==> config.mk <==
export PLATFORM = sky130hd
export DESIGN_NAME = lcd_scanline_mode_sequencer_top_flat
export DESIGN_NICKNAME = d
export VERILOG_FILES = /design/src/rtl/core/lsms_pkg.sv /design/src/rtl/core/lsms_intf.sv /design/src/rtl/core/lsms_cfg_regs.sv /design/src/rtl/core/lsms_step.sv /design/src/rtl/core/lcd_scanline_mode_sequencer_top.sv /design/src/flat_wrapper.sv
export SDC_FILE = /design/constraint.sdc
export NUM_CORES = 1
export LEC_CHECK = 0
export ABC_AREA = 0
export BUFFER_PORTS_ARGS = -buffer_cell sky130_fd_sc_hd__buf_2
export CORE_MARGIN = 2
export CORE_UTILIZATION = 53
export CTS_BUF_LIST = sky130_fd_sc_hd__clkbuf_16
export CTS_CLUSTER_DIAMETER = 50
export CTS_CLUSTER_SIZE = 24
export DETAILED_ROUTE_END_ITERATION = 10
export PLACE_DENSITY = 0.77
export SKIP_CTS_REPAIR_TIMING = 1
export SYNTH_ARGS = -nofsm -noshare
export SYNTH_HDL_FRONTEND = slang
export SYNTH_HIERARCHICAL = 1
export SYNTH_SLANG_ARGS = --single-unit
==> constraint.sdc <==
create_clock -name clk_i -period 3.1 [get_ports clk_i]
set_input_delay 0.775 -clock clk_i [delete_from_list [all_inputs] [get_ports clk_i]]
set_output_delay 0.775 -clock clk_i [all_outputs]
set_load 0.02 [all_outputs]
==> src/rtl/core/lsms_pkg.sv <==
// Shared types, constants and codes for the LCD scanline mode sequencer.
`timescale 1ns / 1ps
`default_nettype none

package lsms_pkg;

  // Fixed field widths
  localparam int unsigned CyclesW   = 5;
  localparam int unsigned LineW     = 8;
  localparam int unsigned DotW      = 10;
  localparam int unsigned CfgIdxW   = 3;
  localparam int unsigned CfgDataW  = 8;

  // Default line length in dots
  localparam int unsigned DotsPerLineDef = 456;

  // Dot thresholds inside one line
  localparam logic [DotW:0] OamEndDot  = (DotW+1)'(80);
  localparam logic [DotW:0] XferEndDot = (DotW+1)'(252);

  // Line thresholds inside one frame
  localparam logic [LineW-1:0] VblankLine   = LineW'(144);
  localparam logic [LineW-1:0] RenderLimit  = LineW'(145);
  localparam logic [LineW-1:0] LastLine     = LineW'(154);
  localparam logic [LineW-1:0] MaxLineSeen  = LineW'(155);

  typedef enum logic [1:0] {
    MODE_HBLANK = 2'd0,
    MODE_VBLANK = 2'd1,
    MODE_OAM    = 2'd2,
    MODE_XFER   = 2'd3
  } lcd_mode_e;

  typedef enum logic [CfgIdxW-1:0] {
    REG_DISPLAY_ENABLE = 3'd0,
    REG_LINE_COMPARE   = 3'd1,
    REG_HBLANK_IRQ_EN  = 3'd2,
    REG_VBLANK_IRQ_EN  = 3'd3,
    REG_OAM_IRQ_EN     = 3'd4,
    REG_COMPARE_IRQ_EN = 3'd5
  } cfg_reg_e;

  typedef struct packed {
    logic             display_enable;
    logic [LineW-1:0] line_compare;
    logic             hblank_irq_enable;
    logic             vblank_irq_enable;
    logic             oam_irq_enable;
    logic             compare_irq_enable;
  } cfg_t;

  typedef struct packed {
    logic [DotW-1:0]  dot_count;
    logic [LineW-1:0] line_number;
    lcd_mode_e        mode;
    lcd_mode_e        prev_mode;
    logic             line_rendered;
    logic             frame_shown;
  } seq_state_t;

  typedef struct packed {
    lcd_mode_e        lcd_mode;
    logic             line_match;
    logic             status_irq;
    logic             frame_irq;
    logic             render_line_strobe;
    logic             frame_ready_strobe;
    logic [LineW-1:0] current_line;
  } result_t;

endpackage

`default_nettype wire

==> src/rtl/core/lsms_intf.sv <==
// Valid/ready channel interfaces for input requests, results and register writes.
`timescale 1ns / 1ps
`default_nettype none

interface lsms_in_if import lsms_pkg::*; ();
  logic               valid;
  logic               ready;
  logic [CyclesW-1:0] elapsed_cycles;

  modport source (output valid, output elapsed_cycles, input ready);
  modport sink   (input valid, input elapsed_cycles, output ready);
endinterface

interface lsms_out_if import lsms_pkg::*; ();
  logic             valid;
  logic             ready;
  logic [1:0]       lcd_mode;
  logic             line_match;
  logic             status_irq;
  logic             frame_irq;
  logic             render_line_strobe;
  logic             frame_ready_strobe;
  logic [LineW-1:0] current_line;

  modport source (
    output valid, output lcd_mode, output line_match, output status_irq,
    output frame_irq, output render_line_strobe, output frame_ready_strobe,
    output current_line, input ready
  );
  modport sink (
    input valid, input lcd_mode, input line_match, input status_irq,
    input frame_irq, input render_line_strobe, input frame_ready_strobe,
    input current_line, output ready
  );
endinterface

interface lsms_cfg_if import lsms_pkg::*; ();
  logic                valid;
  logic                ready;
  logic [CfgIdxW-1:0]  index;
  logic [CfgDataW-1:0] wdata;

  modport source (output valid, output index, output wdata, input ready);
  modport sink   (input valid, input index, input wdata, output ready);
endinterface

`default_nettype wire

==> src/rtl/core/lsms_cfg_regs.sv <==
// Configuration register file written over the register write channel.
`timescale 1ns / 1ps
`default_nettype none

module lsms_cfg_regs import lsms_pkg::*; (
  input  wire         clk_i,
  input  wire         rst_ni,
  lsms_cfg_if.sink    cfg_i,
  output cfg_t        cfg_o
);

  cfg_t cfg_q, cfg_d;
  logic wr_en;

  // Always take register writes
  assign cfg_i.ready = 1'b1;
  assign wr_en       = cfg_i.valid;

  // Decode the register index; unknown indexes are dropped
  always_comb begin
    cfg_d = cfg_q;
    if (wr_en) begin
      unique case (cfg_reg_e'(cfg_i.index))
        REG_DISPLAY_ENABLE: cfg_d.display_enable     = cfg_i.wdata[0];
        REG_LINE_COMPARE:   cfg_d.line_compare       = cfg_i.wdata[LineW-1:0];
        REG_HBLANK_IRQ_EN:  cfg_d.hblank_irq_enable  = cfg_i.wdata[0];
        REG_VBLANK_IRQ_EN:  cfg_d.vblank_irq_enable  = cfg_i.wdata[0];
        REG_OAM_IRQ_EN:     cfg_d.oam_irq_enable     = cfg_i.wdata[0];
        REG_COMPARE_IRQ_EN: cfg_d.compare_irq_enable = cfg_i.wdata[0];
        default:            cfg_d = cfg_q;
      endcase
    end
  end

  always_ff @(posedge clk_i or negedge rst_ni) begin
    if (!rst_ni) begin
      cfg_q <= '0;
    end else begin
      cfg_q <= cfg_d;
    end
  end

  assign cfg_o = cfg_q;

endmodule

`default_nettype wire

==> src/rtl/core/lsms_step.sv <==
// Per-request update: dot add, mode selection, interrupts, strobes, line advance.
`timescale 1ns / 1ps
`default_nettype none

module lsms_step import lsms_pkg::*; #(
  parameter int unsigned DOTS_PER_LINE = DotsPerLineDef
) (
  input  wire [CyclesW-1:0] cycles_i,
  input  cfg_t              cfg_i,
  input  seq_state_t        state_i,
  output seq_state_t        state_o,
  output result_t           result_o
);

  localparam logic [DotW:0] LineEndDot = (DotW+1)'(DOTS_PER_LINE);

  logic [DotW:0]    dots;
  logic [DotW:0]    dots_wrap;
  logic [LineW-1:0] line;
  logic             in_oam, in_xfer, in_hblank, past_end;
  logic             in_vblank;
  logic             match;
  lcd_mode_e        mode_mid, prev_mid;
  logic             irq_mode;

  // Four dots per machine cycle
  assign dots      = {1'b0, state_i.dot_count} + {{(DotW-CyclesW-1){1'b0}}, cycles_i, 2'b00};
  assign dots_wrap = dots - LineEndDot;
  assign line      = state_i.line_number;

  assign in_oam    = (dots <= OamEndDot);
  assign in_xfer   = !in_oam && (dots <= XferEndDot);
  assign in_hblank = !in_oam && !in_xfer && (dots <= LineEndDot);
  assign past_end  = (dots > LineEndDot);
  assign in_vblank = (line >= VblankLine);
  assign match     = (line == cfg_i.line_compare) && cfg_i.compare_irq_enable;

  // Select mode by dot position, then let vertical blank override it
  always_comb begin
    mode_mid = state_i.mode;
    prev_mid = state_i.prev_mode;
    irq_mode = 1'b0;
    priority if (in_oam) begin
      mode_mid = MODE_OAM;
      irq_mode = (state_i.prev_mode != MODE_OAM) && cfg_i.oam_irq_enable;
      prev_mid = MODE_OAM;
    end else if (in_xfer) begin
      mode_mid = MODE_XFER;
    end else if (in_hblank) begin
      mode_mid = MODE_HBLANK;
      irq_mode = (state_i.prev_mode != MODE_HBLANK) && cfg_i.hblank_irq_enable;
      prev_mid = MODE_HBLANK;
    end else begin
      mode_mid = state_i.mode;
    end

    result_o.lcd_mode   = mode_mid;
    state_o.mode        = mode_mid;
    state_o.prev_mode   = prev_mid;
    result_o.status_irq = irq_mode || match;
    if (in_vblank) begin
      result_o.lcd_mode = MODE_VBLANK;
      state_o.mode      = MODE_VBLANK;
      state_o.prev_mode = MODE_VBLANK;
      if ((prev_mid != MODE_VBLANK) && cfg_i.vblank_irq_enable) begin
        result_o.status_irq = 1'b1;
      end
    end

    // Strobes, line advance and frame wrap
    result_o.render_line_strobe = !state_i.line_rendered && !in_oam && !in_xfer &&
                                  (line < RenderLimit);
    result_o.frame_irq          = !state_i.frame_shown && (line == VblankLine) &&
                                  cfg_i.display_enable;
    result_o.frame_ready_strobe = result_o.frame_irq;
    result_o.line_match         = match;
    result_o.current_line       = line;

    state_o.line_rendered = state_i.line_rendered || result_o.render_line_strobe;
    state_o.frame_shown   = state_i.frame_shown || result_o.frame_irq;
    state_o.line_number   = line;
    state_o.dot_count     = dots[DotW-1:0];
    if (past_end) begin
      state_o.dot_count     = dots_wrap[DotW-1:0];
      state_o.line_number   = line + LineW'(1);
      state_o.line_rendered = 1'b0;
    end
    if (line > LastLine) begin
      state_o.line_number = '0;
      state_o.frame_shown = 1'b0;
    end
  end

endmodule

`default_nettype wire

==> src/rtl/core/lcd_scanline_mode_sequencer_top.sv <==
// Top level of the LCD scanline mode sequencer: input register, state, result register.
// A request is held in the input register, then its result in the result register,
// which keeps an untaken result and holds back the request behind it.
// Throughput: one request per cycle while results are taken; an empty input register
// takes a request even while a result waits untaken, and the state advances per request.
// Reset (rst_ni low, asynchronous): state, configuration and valid flags clear to zero.
`timescale 1ns / 1ps
`default_nettype none

module lcd_scanline_mode_sequencer_top import lsms_pkg::*; #(
  parameter int unsigned DOTS_PER_LINE = DotsPerLineDef
) (
  input  wire        clk_i,
  input  wire        rst_ni,
  lsms_in_if.sink    in_req_i,
  lsms_out_if.source res_o,
  lsms_cfg_if.sink   cfg_i
);

  localparam logic [DotW:0] LineEndDot = (DotW+1)'(DOTS_PER_LINE);

  cfg_t               cfg;
  logic               in_valid_q, in_valid_d;
  logic [CyclesW-1:0] in_cycles_q;
  logic               out_valid_q, out_valid_d;
  result_t            out_q, step_res;
  seq_state_t         state_q, state_d;
  logic               in_accept, advance;

  lsms_cfg_regs u_cfg_regs (
    .clk_i  (clk_i),
    .rst_ni (rst_ni),
    .cfg_i  (cfg_i),
    .cfg_o  (cfg)
  );

  lsms_step #(
    .DOTS_PER_LINE (DOTS_PER_LINE)
  ) u_step (
    .cycles_i (in_cycles_q),
    .cfg_i    (cfg),
    .state_i  (state_q),
    .state_o  (state_d),
    .result_o (step_res)
  );

  // Move the held request on whenever the result register is free or drains
  assign advance        = in_valid_q && (!out_valid_q || res_o.ready);
  assign in_req_i.ready = !in_valid_q || advance;
  assign in_accept      = in_req_i.valid && in_req_i.ready;
  assign in_valid_d     = in_accept || (in_valid_q && !advance);
  assign out_valid_d    = advance || (out_valid_q && !res_o.ready);

  always_ff @(posedge clk_i or negedge rst_ni) begin
    if (!rst_ni) begin
      in_valid_q  <= 1'b0;
      out_valid_q <= 1'b0;
      state_q     <= '0;
    end else begin
      in_valid_q  <= in_valid_d;
      out_valid_q <= out_valid_d;
      if (advance) begin
        state_q <= state_d;
      end
    end
  end

  // Hold payloads; no reset needed
  always_ff @(posedge clk_i) begin
    if (in_accept) begin
      in_cycles_q <= in_req_i.elapsed_cycles;
    end
    if (advance) begin
      out_q <= step_res;
    end
  end

  assign res_o.valid              = out_valid_q;
  assign res_o.lcd_mode           = out_q.lcd_mode;
  assign res_o.line_match         = out_q.line_match;
  assign res_o.status_irq         = out_q.status_irq;
  assign res_o.frame_irq          = out_q.frame_irq;
  assign res_o.render_line_strobe = out_q.render_line_strobe;
  assign res_o.frame_ready_strobe = out_q.frame_ready_strobe;
  assign res_o.current_line       = out_q.current_line;

  // Dot counter always comes back within one line
  a_dot_bound: assert property (@(posedge clk_i) disable iff (!rst_ni)
    ({1'b0, state_q.dot_count} <= LineEndDot))
    else $error("dot counter past line end");

  // Lines run from 0 up to one past the last frame line
  a_line_bound: assert property (@(posedge clk_i) disable iff (!rst_ni)
    (state_q.line_number <= MaxLineSeen))
    else $error("line number out of range");

  // Sequencer state moves only when a request is processed
  a_state_hold: assert property (@(posedge clk_i) disable iff (!rst_ni)
    !advance |=> $stable(state_q))
    else $error("state changed without a request");

  // A frame interrupt only comes out in vertical blank
  a_frame_vblank: assert property (@(posedge clk_i) disable iff (!rst_ni)
    (out_valid_q && out_q.frame_irq) |-> (out_q.lcd_mode == MODE_VBLANK))
    else $error("frame interrupt outside vertical blank");

  // An untaken result is not overwritten
  a_result_hold: assert property (@(posedge clk_i) disable iff (!rst_ni)
    (out_valid_q && !res_o.ready) |=> (out_valid_q && $stable(out_q)))
    else $error("pending result lost");

endmodule

`default_nettype wire
==> src/flat_wrapper.sv <==
// flat-port wrapper written by rule: the top's interface ports become plain ports
module lcd_scanline_mode_sequencer_top_flat import lsms_pkg::*;
#(
  parameter int unsigned DOTS_PER_LINE = DotsPerLineDef
)
  (clk_i, rst_ni, in_req_i_valid, in_req_i_elapsed_cycles, in_req_i_ready, res_o_valid, res_o_lcd_mode, res_o_line_match, res_o_status_irq, res_o_frame_irq, res_o_render_line_strobe, res_o_frame_ready_strobe, res_o_current_line, res_o_ready, cfg_i_valid, cfg_i_index, cfg_i_wdata, cfg_i_ready);
  lsms_in_if in_req_i_i ();
  lsms_out_if res_o_i ();
  lsms_cfg_if cfg_i_i ();
  input  wire clk_i;
  input  wire rst_ni;
  input wire logic [$bits(in_req_i_i.valid)-1:0] in_req_i_valid;
  input wire logic [$bits(in_req_i_i.elapsed_cycles)-1:0] in_req_i_elapsed_cycles;
  output wire logic [$bits(in_req_i_i.ready)-1:0] in_req_i_ready;
  output wire logic [$bits(res_o_i.valid)-1:0] res_o_valid;
  output wire logic [$bits(res_o_i.lcd_mode)-1:0] res_o_lcd_mode;
  output wire logic [$bits(res_o_i.line_match)-1:0] res_o_line_match;
  output wire logic [$bits(res_o_i.status_irq)-1:0] res_o_status_irq;
  output wire logic [$bits(res_o_i.frame_irq)-1:0] res_o_frame_irq;
  output wire logic [$bits(res_o_i.render_line_strobe)-1:0] res_o_render_line_strobe;
  output wire logic [$bits(res_o_i.frame_ready_strobe)-1:0] res_o_frame_ready_strobe;
  output wire logic [$bits(res_o_i.current_line)-1:0] res_o_current_line;
  input wire logic [$bits(res_o_i.ready)-1:0] res_o_ready;
  input wire logic [$bits(cfg_i_i.valid)-1:0] cfg_i_valid;
  input wire logic [$bits(cfg_i_i.index)-1:0] cfg_i_index;
  input wire logic [$bits(cfg_i_i.wdata)-1:0] cfg_i_wdata;
  output wire logic [$bits(cfg_i_i.ready)-1:0] cfg_i_ready;
  assign in_req_i_i.valid = in_req_i_valid;
  assign in_req_i_i.elapsed_cycles = in_req_i_elapsed_cycles;
  assign in_req_i_ready = in_req_i_i.ready;
  assign res_o_valid = res_o_i.valid;
  assign res_o_lcd_mode = res_o_i.lcd_mode;
  assign res_o_line_match = res_o_i.line_match;
  assign res_o_status_irq = res_o_i.status_irq;
  assign res_o_frame_irq = res_o_i.frame_irq;
  assign res_o_render_line_strobe = res_o_i.render_line_strobe;
  assign res_o_frame_ready_strobe = res_o_i.frame_ready_strobe;
  assign res_o_current_line = res_o_i.current_line;
  assign res_o_i.ready = res_o_ready;
  assign cfg_i_i.valid = cfg_i_valid;
  assign cfg_i_i.index = cfg_i_index;
  assign cfg_i_i.wdata = cfg_i_wdata;
  assign cfg_i_ready = cfg_i_i.ready;
  lcd_scanline_mode_sequencer_top #(.DOTS_PER_LINE(DOTS_PER_LINE)) u_core (.clk_i(clk_i), .rst_ni(rst_ni), .in_req_i(in_req_i_i), .res_o(res_o_i), .cfg_i(cfg_i_i));
endmodule
### After elaboration in Yosys (flattened, before gate mapping)

Cells that the tools add are included.

| operators by class | value |
|---|---|
| add/sub/neg operators | 3 |
| magnitude comparators | 7 |
| eq/ne operators | 9 |
| multiplexer cells | 16 |
| reductions and logical operators | 41 |

Operator list:

| cell | number |
|---|---|
| two-way mux 18 bit | 1 |
| logical AND 1 bit | 16 |
| AND reduction 2 bit | 7 |
| two-way mux 2 bit | 6 |
| adder 10 x 7 -> 11 bit | 1 |
| greater-than comparator 11 x 9 -> 1 bit, second input constant | 1 |
| less-or-equal comparator 11 x 7 -> 1 bit, second input constant | 1 |
| less-or-equal comparator 11 x 8 -> 1 bit, second input constant | 1 |
| less-or-equal comparator 11 x 9 -> 1 bit, second input constant | 1 |
| subtractor 10 x 9 -> 10 bit, second input constant | 1 |
| adder 8 x 1 -> 8 bit, second input constant | 1 |
| equality test 8 bit | 1 |
| equality test 8 bit, second input constant | 1 |
| greater-or-equal comparator 8 bit, second input constant | 1 |
| greater-than comparator 8 bit, second input constant | 1 |
| zero test 1 bit | 8 |
| < comparator 8 bit, second input constant | 1 |
| two-way mux 8 bit | 1 |
| logical OR 1 bit | 7 |
| two-way mux 1 bit | 7 |
| equality test 3 x 2 -> 1 bit, second input constant | 2 |
| equality test 3 bit, second input constant | 2 |
| two-way mux 4 bit | 1 |
| nonzero test 2 bit | 2 |
| other kinds (4) | 4 |

| storage, ports and cells | value |
|---|---|
| flip-flop bits (word level) | 58 |
| bits of input ports | 21 |
| output and inout port bits | 18 |

### Depth between registers and ports, before layout

Gate-level depths: netlist (run 1).

| depth | value |
|---|---|
| depth after elaboration | 14 |
| gate-level depth with buffers | 13 |
| gate-level depth less buffers | 11 |

### Cells and area by module

The synthesis (run 1) kept the hierarchy.

By module, submodules not included:

| module | times used | cells each | area each (um^2) | seq. area each (um^2) |
|---|---|---|---|---|
| lcd_scanline_mode_sequencer_top | 1 | 79 | 1670.4 | 1251.2 |
| lsms_step | 1 | 190 | 1278.7 | 0.0 |
| lsms_cfg_regs | 1 | 35 | 588.1 | 325.3 |

### Worst setup path before layout (run 1)

No wires, ideal clock.

| timing path | value |
|---|---|
| path type | reg2reg |
| from | register u_core/state_q[16] (netlist bit) |
| to | register u_core/state_q[12] (netlist bit) |
| setup time | 0.125 ns |
| data arrival time | 2.922 ns |
| required time | 2.975 ns |
| path slack | 0.052 ns |
| cell stages (with the launch flop) | 12 |
| buffers on the path | 0 |
| cells stage by stage | dfrtp_1 ha_1 inv_1 fa_1 nor2b_1 o22ai_2 or3_1 o31a_1 a211o_1 a2111oi_4 mux2_1 mux2_4 |

| on the way | value |
|---|---|
| cells in the longest elaborated chain, start to end | 4 |

RTL lines:

| item | line | RTL |
|---|---|---|
| start: declaration | lcd_scanline_mode_sequencer_top.sv:27 | `seq_state_t state_q, state_d;` |
| start signal: assignment | lcd_scanline_mode_sequencer_top.sv:63 | `state_q <= state_d;` |
| adder 10 x 7 -> 11 bit | lsms_step.sv:27 | `assign dots = {1'b0, state_i.dot_count} + {{(DotW-CyclesW-1){1'b0}}, cycles_i, 2'b00};` |
| greater-than comparator 11 x 9 -> 1 bit | lsms_step.sv:34 | `assign past_end = (dots > LineEndDot);` |
| nonzero test 2 bit (no line) | -- |  |
| AND reduction 2 bit (no line) | -- |  |

Every way passes these cells.
A chain may end at the register's enable or synchronous reset.

### Worst setup path in the final report (run 1)

Ends and elaborated chain as after synthesis.

==> impl_metrics.toml, run 1 <==
[final_layout]
final_area_mm2 = 0.004048
fin_util_pct = 63.38
layout-drive-gt1-share_pct = 35.67
diodes = 0
area_growth_pct = 14.43
final_nets = 369

[power]
cell_internal_pwr_w = 0.002450
comb_power_share_pct = 49.0
switching_share_pct = 37.91
vdd_drop_max_v = 0.0005141
leakagePower_nw = 1.788
pwr-share-clk_pct = 21.3
pwr-share-seq_pct = 29.7
power.total_w = 0.003946
power.density_mw_per_mm2 = 974.8
p_switching_w = 0.001496

[routing]
drt-initial-drc-count = 169
vias = 2412
drt-total-wl_um = 6930
routed_via_density = 5.757
post-route-drc-count = 0
ant_nets = 0
detail_route.first_pass.iterations = 4
drt-wirelength-per-cell_um = 16.54

[logic_synthesis]
synthFlopType = "dfrtp_1"
async_flop_share_pct = 66.10
synth_fa_ha_area_share_pct = 4.103
yosys.area_share.simple_pct = 12.77
synth_top_family_by_area = "multiplexers"
avgSynthCellArea_um2 = 11.64
synth-edff-count = 20
netlist_instances = 304
synth_area_mm2 = 0.003537
synth-seq-area-share_pct = 44.57
synth_mux_area_share_pct = 16.09
synth_warnings = 6
synth_nets = 336
ys_ff_latch = 59
synth_compound_area_share_pct = 11.35
ys_types = 63
synth-xor-area-share_pct = 3.962

[timing]
period_needed_ns = 3.051
maxSlewHeadroom_pct = 38.11
slew_viol_final = 0
final_hold_viol_count = 0
fin_crit_sh_pct = 98.41
rsz0062_at_grt = "yes"
fmaxAchievable_mhz = 327.8
tightest_slew_ns = 0.9205
skew_ns = 0.004577
finalWorstSetupSlack_ns = 0.04919
setup_viol = 0

[worst_setup_path]
reg2regPathDepth = 11
path_max_fanout = 3
path_class = "reg2reg"
start_kind = "register"
arrival_ns = 3.25
critPathRequiredTime_ns = 3.30
r2r_end = "u_core/state_q[12]"
reg2reg_from = "u_core/state_q[16]"
rrSetupSlack_ns = 0.05
crit_path_end_kind = "register"

[global_route]
grt_pass1_vias = 2407
globalRoute.totalOverflow = 0
grt_pass1_wl_um = 11400
antenna_found_initial = 0
grt_max_degree = 40
grt_usage_pct = 20.01

[placement]
dp_worst_setup_slack_ns = -0.05675
place_area_mm2 = 0.003694
dp_hpwl_um = 4768
portBuffers = 37
gp_congestion = 0.8846

[die]
ios = 39
fp-row-count = 29
die_height_um = 85.70
start_util_pct = 55.39
core_area_mm2 = 0.006386
die_x_um = 85.70
dieArea_mm2 = 0.007344

[hold_path]
worstHoldStart = "u_core/state_q[5]"
whs_path_depth = 1
min_path_type = "reg2reg"
holdPathEnd = "u_core/state_q[5]"

[flow_run]
drv_cap = 0

[clock_tree]
cts_buffer_depth = 2
cts_num_sinks = 59
cts_root_buf = "clkbuf_16"
clkTransAtPathRegs_ns = 0.05
cts_tree = "built"
clkLatencyLatePin_ns = 0.32
cts_max_level = 3
numCtsBuffers = 9

[run_status]
status = "finished, final reports clean"
==> worst max-delay path, stage by stage, from the launching register on <==
cell and delay, ns:
dfrtp_1 0.35, ha_2 0.19, inv_2 0.04, fa_2 0.41, nor2b_4 0.15, o22ai_4 0.08, or3_1 0.36, o31a_1 0.13
a211o_1 0.31, a2111oi_4 0.31, mux2_4 0.33, mux2_4 0.27
==> logic make-up (layout without fill, tap and decap cells) <==
family | after synthesis | in the layout
other cells | 1 | 1
buf+inv | 41 | 79
simple gates | 79 | 79
fa+ha+maj | 11 | 11
compound gates | 55 | 55
xor+xnor | 16 | 16
flops | 59 | 59
mux | 42 | 42
==> power groups by stage <==
stage,combinational (W),sequential [W],clock (W)
2_1_floorplan,0.00138,0.00116,0
3_3_place_gp,0.00169,0.00117,0
3_5_place_dp,0.00173,0.00118,0
4_1_cts,0.00175,0.00117,0.000853
5_1_grt,0.00209,0.00120,0.000890
6_report,0.00193,0.00117,0.000842
==> cells in the mapped netlist (3+ instances only) <==
library cell | number | area (µm²)
xor2_1 | 11 | 96.34
xnor2_1 | 5 | 43.79
nor2b_1 | 3 | 18.77
clkbuf_1 | 5 | 18.77
nand4b_1 | 3 | 26.28
mux2i_1 | 4 | 40.04
mux2_2 | 10 | 112.6
a21oi_1 | 19 | 95.09
buf_4 | 15 | 112.6
nand3_1 | 7 | 35.03
mux2_4 | 27 | 405.4
nor2_1 | 17 | 63.81
ha_1 | 10 | 125.1
or3_1 | 4 | 25.02
nor4_1 | 4 | 25.02
nand2_1 | 12 | 45.04
dfrtp_1 | 39 | 975.9
nor3_1 | 5 | 25.02
o21ai_0 | 8 | 40.04
edfxtp_1 | 20 | 600.6
inv_1 | 15 | 56.30
buf_6 | 5 | 56.30
nand2b_1 | 7 | 43.79
==> cell type report <==
| type | count | area (µm²) |
|---|---|---|
| Clock buffer | 9 | 225.2 |
| Sequential cell | 59 | 1577 |
| Tap cell | 77 | 96.34 |
| Multi-Input combinational cell | 204 | 1794 |
| Timing Repair Buffer | 48 | 267.8 |
| Fill cell | 497 | 2338 |
| Clock inverter | 7 | 31.28 |
| Inverter | 15 | 56.30 |
==> registers in the layout (all words and copies together) (netlist names) <==
| register | cells |
|---|---|
| u_core/state_q | 24 |
| u_core/u_cfg_regs/cfg_o | 13 |
| u_core/res_o.current_line | 8 |
| u_core/in_cycles_q | 5 |
| u_core/res_o.lcd_mode | 2 |
| u_core/in_valid_q | 1 |
| u_core/res_o.frame_irq | 1 |
| u_core/res_o.frame_ready_strobe | 1 |
| u_core/res_o.line_match | 1 |
| u_core/res_o.render_line_strobe | 1 |
| u_core/res_o.status_irq | 1 |
| u_core/res_o.valid | 1 |
==> metrics by stage <==
stage	setup TNS [ns]	hold slack (ns)	std cells
after floorplan	0	0.4727	304
after global placement	0	0.4828	401
after detailed placement	-0.05675	0.4953	401
after CTS	-0.07222	0.5093	417
after global routing	-0.05873	0.5328	419
final	0	0.5047	419
==> worst max path at each step <==
stage	slack [ns]	from	end	cells after the start
3_3_place_gp	0.03	u_core/state_q[16]	u_core/state_q[12]	11
4_1_cts	-0.07	u_core/state_q[16]	u_core/state_q[12]	11
6_report	0.05	u_core/state_q[16]	u_core/state_q[12]	11
2_1_floorplan	0.05	u_core/state_q[16]	u_core/state_q[12]	11
3_5_place_dp	-0.06	u_core/state_q[16]	u_core/state_q[12]	11
5_1_grt	-0.05	u_core/state_q[16]	u_core/state_q[12]	11
==> placed cells by master (no fill, tap or decap), types with 9 or more instances in the layout <==
cell type   n
mux2_4     28
xor2_1      9
buf_4      11
buf_2      37
a21oi_1    17
nand2_1    11
mux2_2     10
edfxtp_1   20
inv_1      17
clkbuf_16   9
nor2_1     16
dfrtp_1    39
==> routing by layer <==
layer  routed length (µm)  GRT usage [%]  up-vias
met4                  100          9.235        0
met2                 3345          31.96       82
met1                 3056          26.44     1164
met5                    0              0        -
li1                     -              -     1155
met3                  427          3.946       11
(Power assumes the default switching activity.)
==> inputs of run 2 (changes only) <==
--- a/config.mk
+++ b/config.mk
@@ -5,7 +5,7 @@
 export SDC_FILE = /design/constraint.sdc
 export NUM_CORES = 1
 export LEC_CHECK = 0
-export ABC_AREA = 0
+export ABC_AREA = 1
 export BUFFER_PORTS_ARGS = -buffer_cell sky130_fd_sc_hd__buf_2
 export CORE_MARGIN = 2
 export CORE_UTILIZATION = 53
==> run 2 against run 1 <==
  * Sequential power hardly changed
  * Clock-buffer cell count stayed put
  * Wire length is 5.2% higher
  * Final cell count is 31% higher
  * Final area is 2.7% lower
  * Register-to-register slack better by 0.29 ns
  * Clock skew is 0.0033 ns higher
  * Critical path depth is 5 higher
  * Combinational power is 27% lower
  * Non-clock buffer count is 10 lower
  * Core utilization is 2.4 points lower
  * Clock power is 10% higher
  * Largest power group unchanged
==> impl_metrics.toml, run 2 <==
[power]
vdd_drop_max_v = 0.0005311
power.total_w = 0.003471
leakagePower_nw = 2.028
power.density_mw_per_mm2 = 881.4

[hold_path]
worstHoldStart = "u_core/state_q[1]"
min_path_type = "reg2reg"
whs_path_depth = 2
holdPathEnd = "u_core/state_q[1]"

[die]
core_area_mm2 = 0.006459
dieArea_mm2 = 0.007443
die_height_um = 86.27
die_x_um = 86.27
start_util_pct = 55.54
fp-row-count = 29
ios = 39

[run_status]
status = "finished, final reports clean"

[timing]
slew_viol_final = 0
final_hold_viol_count = 0
fin_crit_sh_pct = 88.96
skew_ns = 0.007898
finalSetupTns_ns = 0
period_needed_ns = 2.758
setup_viol = 0
maxSlewHeadroom_pct = 40.57
rsz0062_at_grt = "no"
tightest_slew_ns = 0.8915
fmaxAchievable_mhz = 362.6
finalWorstSetupSlack_ns = 0.3424

[logic_synthesis]
synth_nets = 475
netlist_instances = 443
synth.most_common_cell = "nand2_1"
yosys-top-cells-area = "dfrtp_1, edfxtp_1, nand2_1, nand3_1, inv_1"
async_flop_share_pct = 66.10
synth_commonest_cells = "nand2_1, nand3_1, inv_1"
synth_warnings = 6
ys_types = 38
synth_area_leader_cell = "dfrtp_1"
synth_top_area_share_pct = 27.21
synthFlopType = "dfrtp_1"
synth-edff-count = 20
synth-seq-area-share_pct = 43.95
ys_ff_latch = 59
synth_area_mm2 = 0.003587
avgSynthCellArea_um2 = 8.097

[worst_setup_path]
arrival_ns = 3.02
crit_path_end_kind = "register"
rrSetupSlack_ns = 0.34
critPathRequiredTime_ns = 3.36
reg2regPathDepth = 16
start_kind = "register"
reg2reg_from = "u_core/state_q[16]"
path_max_fanout = 6
path_class = "reg2reg"
r2r_end = "u_core/state_q[5]"

[global_route]
antenna_found_initial = 0
grt_pass1_vias = 2757
globalRoute.totalOverflow = 0
grt_usage_pct = 20.99
grt_use_met2_pct = 33.12
grt_use_met1_pct = 27.89
busiest_layer = "met2"
grt_pass1_wl_um = 12320
met3_usage_pct = 5.143
grt_max_degree = 40

[placement]
gp_congestion = 0.9458
placed_cells = 532
dp_worst_setup_slack_ns = 0.3957
dp_hpwl_um = 4938
portBuffers = 37

[clock_tree]
cts_tree = "built"
cts_num_sinks = 59
cts_max_level = 3
cts_buffer_depth = 2
clkLatencyLatePin_ns = 0.32
cts_root_buf = "clkbuf_16"
clkTransAtPathRegs_ns = 0.05
numCtsBuffers = 9

[final_layout]
diodes = 0
fin_util_pct = 60.98
fill_cells = 566
final_cell_mix = "nand2_1, nand3_1, inv_1, dfrtp_1, buf_2"
final_common_cell = "nand2_1"
finalNonFillerCells = 548
layout-drive-gt1-share_pct = 17.41
final_nets = 498
multi_input_area_mm2 = 0.001615
area_growth_pct = 9.801
largest-register = "u_core/state_q"
largest_register_ffs = 24
seq_area_mm2 = 0.001577

[routing]
detail_route.first_pass.iterations = 6
post-route-drc-count = 0
drt-initial-drc-count = 270
ant_nets = 0
drt-total-wl_um = 7288
routed_via_density = 5.354
vias = 2934
drt-wirelength-per-cell_um = 13.30

[flow_run]
drv_cap = 0
==> run 2: cell types whose count changed after synthesis, moves of 5 or more <==
cell | before | now
nand2_1 | 12 | 131
xnor2_1 | 5 | 0
nand2b_1 | 7 | 0
nor2_1 | 17 | 27
buf_4 | 15 | 20
mux2_4 | 27 | 0
a21oi_1 | 19 | 13
mux2_2 | 10 | 0
nand3_1 | 7 | 58
nand2_2 | 1 | 17
inv_1 | 15 | 43
==> run 2: area by class of cell <==
class / instances / area share (%)
multi-input combinational: 312 / 41.01
sequential: 59 / 40.03
clock buffer: 9 / 5.718
timing repair buffer: 38 / 4.892
inverter: 46 / 4.384
tap: 77 / 2.446
clock inverter: 7 / 1.525
==> run 2: per-layer routing <==
metal | routed length [µm] | vias up
li1 | - | 1461
met1 | 3295 | 1342
met2 | 3499 | 121
met3 | 420 | 10
met4 | 73 | 0
met5 | 0 | -
==> run 2: cell families (layout without fill, tap and decap cells) <==
kind of cell	after synthesis	in the layout	synth area share, %
compound gates	32	32	5.162
xor+xnor	15	15	3.662
fa+ha+maj	11	11	4.046
buf+inv	72	100	11.02
flops	59	59	43.95
other cells	1	1	0.1045
simple gates	253	253	32.05
==> run 2: worst max-delay path by stage <==
stage,startpoint,cells past startpoint,to,slack [ns]
floorplan,u_core/state_q[16],17,u_core/state_q[5],0.62
global placement,u_core/state_q[16],16,u_core/state_q[5],0.54
detailed placement,u_core/state_q[16],16,u_core/state_q[5],0.40
CTS,u_core/state_q[16],16,u_core/state_q[5],0.35
global route,u_core/state_q[16],16,u_core/state_q[3],0.08
finish,u_core/state_q[16],16,u_core/state_q[5],0.34
==> run 2: critical path: stages, from the launching register on <==
cell      delay, ns
dfrtp_1        0.34
ha_1           0.18
inv_1          0.06
fa_1           0.41
xor2_1         0.38
inv_1          0.11
ha_1           0.20
nand2_1        0.05
o21bai_1       0.10
nor2_1         0.05
nand3_1        0.07
nand2_1        0.09
nand3_1        0.21
nand2_1        0.12
nor2_1         0.15
nand3_1        0.09
nand2_1        0.09
==> run 2: power by group <==
group / total [W] / internal [W] / leakage [nW] / switching, W
logic: 0.00140 / 0.000480 / 1.19 / 0.000923
clock network: 0.000929 / 0.000610 / 0.145 / 0.000320
registers: 0.00114 / 0.000998 / 0.695 / 0.000141
==> run 2: metrics by stage <==
stage | area [µm²] | hold slack [ns]
4_1_cts | 3939 | 0.4722
3_3_place_gp | 3654 | 0.4552
3_5_place_dp | 3654 | 0.4608
2_1_floorplan | 3587 | 0.4352
5_1_grt | 3939 | 0.4940
6_report | 3939 | 0.4706
==> inputs of run 3 (changes only) <==
--- a/config.mk
+++ b/config.mk
@@ -7,15 +7,14 @@
 export LEC_CHECK = 0
 export ABC_AREA = 1
 export BUFFER_PORTS_ARGS = -buffer_cell sky130_fd_sc_hd__buf_2
-export CORE_MARGIN = 2
-export CORE_UTILIZATION = 53
-export CTS_BUF_LIST = sky130_fd_sc_hd__clkbuf_16
+export CORE_MARGIN = 1
+export CORE_UTILIZATION = 54
+export CTS_BUF_LIST = sky130_fd_sc_hd__clkbuf_4 sky130_fd_sc_hd__clkbuf_8
 export CTS_CLUSTER_DIAMETER = 50
 export CTS_CLUSTER_SIZE = 24
 export DETAILED_ROUTE_END_ITERATION = 10
-export PLACE_DENSITY = 0.77
+export PLACE_DENSITY = 0.79
 export SKIP_CTS_REPAIR_TIMING = 1
 export SYNTH_ARGS = -nofsm -noshare
 export SYNTH_HDL_FRONTEND = slang
-export SYNTH_HIERARCHICAL = 1
 export SYNTH_SLANG_ARGS = --single-unit
==> run 3 against run 2 <==
  * Final cell count is 12% lower
  * Sequential share of layout area up 2.8 points
  * Maximum frequency increased by 3.0%
  * Sequential power is essentially flat
  * Critical path depth shrank 2
  * Clock skew about the same
  * First-iteration DRC count shrank 7.0%
  * Largest power group unchanged
==> impl_metrics.toml, run 3 <==
[final_layout]
final_nets = 443
diodes = 0
fill_cells = 481
final_common_cell = "nand2_1"
area_growth_pct = 11.64
final_cell_mix = "nand2_1, inv_1, buf_2, dfrtp_1, nand3_1"
largest_register_ffs = 22
final_area_mm2 = 0.003492
layout-drive-gt1-share_pct = 18.20
largest-register = "u_core.state_q"

[logic_synthesis]
ys_types = 35
synth-seq-area-share_pct = 47.84
synth.most_common_cell = "nand2_1"
synth_commonest_cells = "nand2_1, inv_1, dfrtp_1"
ys_ff_latch = 56
netlist_instances = 371
synth_area_mm2 = 0.003128
avgSynthCellArea_um2 = 8.431
synth-edff-count = 19
async_flop_share_pct = 66.07
yosys-top-cells-area = "dfrtp_1, edfxtp_1, nand2_1, inv_1, nand3_1"
synth_warnings = 0
synth_nets = 403
synth_area_leader_cell = "dfrtp_1"
synthFlopType = "dfrtp_1"
synth_top_area_share_pct = 29.60

[clock_tree]
cts_num_sinks = 56
numCtsBuffers = 5
clkLatencyLatePin_ns = 0.31
cts_root_buf = "clkbuf_8"
cts_max_level = 2
clkTransAtPathRegs_ns = 0.10
cts_tree = "built"
cts_buffer_depth = 2

[timing]
finalSetupTns_ns = 0
final_hold_viol_count = 0
fmaxAchievable_mhz = 373.6
fin_crit_sh_pct = 86.34
period_needed_ns = 2.677
maxSlewHeadroom_pct = 44.62
slew_viol_final = 0
tightest_slew_ns = 0.8307
skew_ns = 0.008085
setup_viol = 0
rsz0062_at_grt = "no"

[placement]
gp_congestion = 0.8715
portBuffers = 37
dp_hpwl_um = 4587
place_area_mm2 = 0.003377

[power]
pwr-share-clk_pct = 15.8
pwr-share-seq_pct = 36.5
cell_internal_pwr_w = 0.001763
p_switching_w = 0.001405
leakagePower_nw = 1.776
switching_share_pct = 44.35
vdd_drop_max_v = 0.0005806
power.density_mw_per_mm2 = 907.2
comb_power_share_pct = 47.8

[worst_setup_path]
reg2reg_from = "u_core.state_q[16]"
path_class = "reg2reg"
path_max_fanout = 6
critPathRequiredTime_ns = 3.18
worst-path-buf-inv = 2
critPathMaxStageDelay_ns = 0.39
rrSetupSlack_ns = 0.42
critical-path-slowest-cell = "fa_1"
start_kind = "register"
crit_chain = "ha_1 > inv_1 > fa_1 > xnor2_1 > inv_1 > ha_1 > nand3_1 > nand2_2 > nor2_4 > nand3_2 > nand3_1 > nand2_1 > o21bai_1 > nand2_1"
arrival_ns = 2.76
reg2regPathDepth = 14
crit_path_end_kind = "register"
crit_family = "adder cells"
r2r_end = "u_core.res_o.status_irq"

[global_route]
grt_pass1_vias = 2326
grt_pass1_wl_um = 10590
grt_max_degree = 38
antenna_found_initial = 0
grt_usage_pct = 22.26
globalRoute.totalOverflow = 0

[routing]
drt-total-wl_um = 6257
vias = 2519
drt-wirelength-per-cell_um = 12.93
detail_route.first_pass.iterations = 4
drt-initial-drc-count = 251
routed_via_density = 5.205
ant_nets = 0
post-route-drc-count = 0

[flow_run]
drv_cap = 0

[die]
fp-row-count = 27
ios = 39
die_height_um = 78.11
core_area_mm2 = 0.005540
start_util_pct = 56.46
dieArea_mm2 = 0.006101
die_x_um = 78.11

[hold_path]
whs_path_depth = 2
holdPathEnd = "u_core.state_q[19]"
min_path_type = "reg2reg"
worstHoldStart = "u_core.state_q[19]"

[run_status]
status = "finished, final reports clean"
## run 3: power groups by stage
stage | combinational (W) | clock, W | sequential, W
after floorplan | 0.00115 | 0 | 0.00118
after global placement | 0.00144 | 0 | 0.00116
final | 0.00151 | 0.000500 | 0.00116
after detailed placement | 0.00150 | 0 | 0.00117
after CTS | 0.00151 | 0.000508 | 0.00115
after global routing | 0.00171 | 0.000537 | 0.00118
## run 3: layout make-up
type                       count  area, µm²  area share, %
clock inverter                 3      46.29          1.326
sequential                    56       1496          42.85
timing repair buffer          39      200.2          5.733
tap                           72      90.09          2.580
multi-input combinational    255       1388          39.73
clock buffer                   5      68.82          1.971
inverter                      54      202.7          5.804
## run 3: worst max-delay path by stage
stage	from	end	slack, ns	depth (start not counted)
finish	u_core.state_q[16]	u_core.res_o.status_irq	0.42	14
global route	u_core.state_q[16]	u_core.state_q[10]	0.14	15
CTS	u_core.state_q[16]	u_core.state_q[10]	0.43	15
detailed placement	u_core.state_q[16]	u_core.res_o.status_irq	0.44	14
global placement	u_core.state_q[16]	u_core.res_o.status_irq	0.57	14
floorplan	u_core.state_q[16]	u_core.res_o.status_irq	0.67	14
## run 3: logic make-up after synthesis
family | count (synthesis) | synth area share [%]
muxes | 5 | 1.800
adders and majority gates | 11 | 4.640
xor gates and xnor gates | 10 | 2.800
buffers and inverters | 60 | 7.800
DFF | 56 | 47.84
other | 1 | 0.1199
and+or+nand+nor | 182 | 26.56
AOI/OAI and AO/OA | 46 | 8.440
## run 3: per-layer routing
| layer | global-route usage (%) | wire, µm |
|---|---|---|
| met5 | 0 | 0 |
| met3 | 2.907 | 287 |
| met4 | 6.852 | 27 |
| met2 | 36.05 | 2926 |
| met1 | 31.21 | 3015 |
## run 3: metrics by stage
stage | total power, W | utilization (%) | setup slack [ns] | hold WS [ns] | cells
floorplan | 0.002333 | - | 0.6669 | 0.4468 | 371
global placement | 0.002598 | 60.95 | 0.5709 | 0.4654 | 476
detailed placement | 0.002668 | 60.95 | 0.4361 | 0.4733 | 476
CTS | 0.003173 | 63.03 | 0.4311 | 0.4996 | 484
global route | 0.003424 | 63.03 | 0.1408 | 0.5229 | 484
finish | 0.003168 | 63.03 | 0.4233 | 0.4958 | 484
## run 3: worst min-delay path, stage by stage, from the launching register on
cell     delay [ns]
dfrtp_1        0.36
nand2_1        0.05
nand2_1        0.06
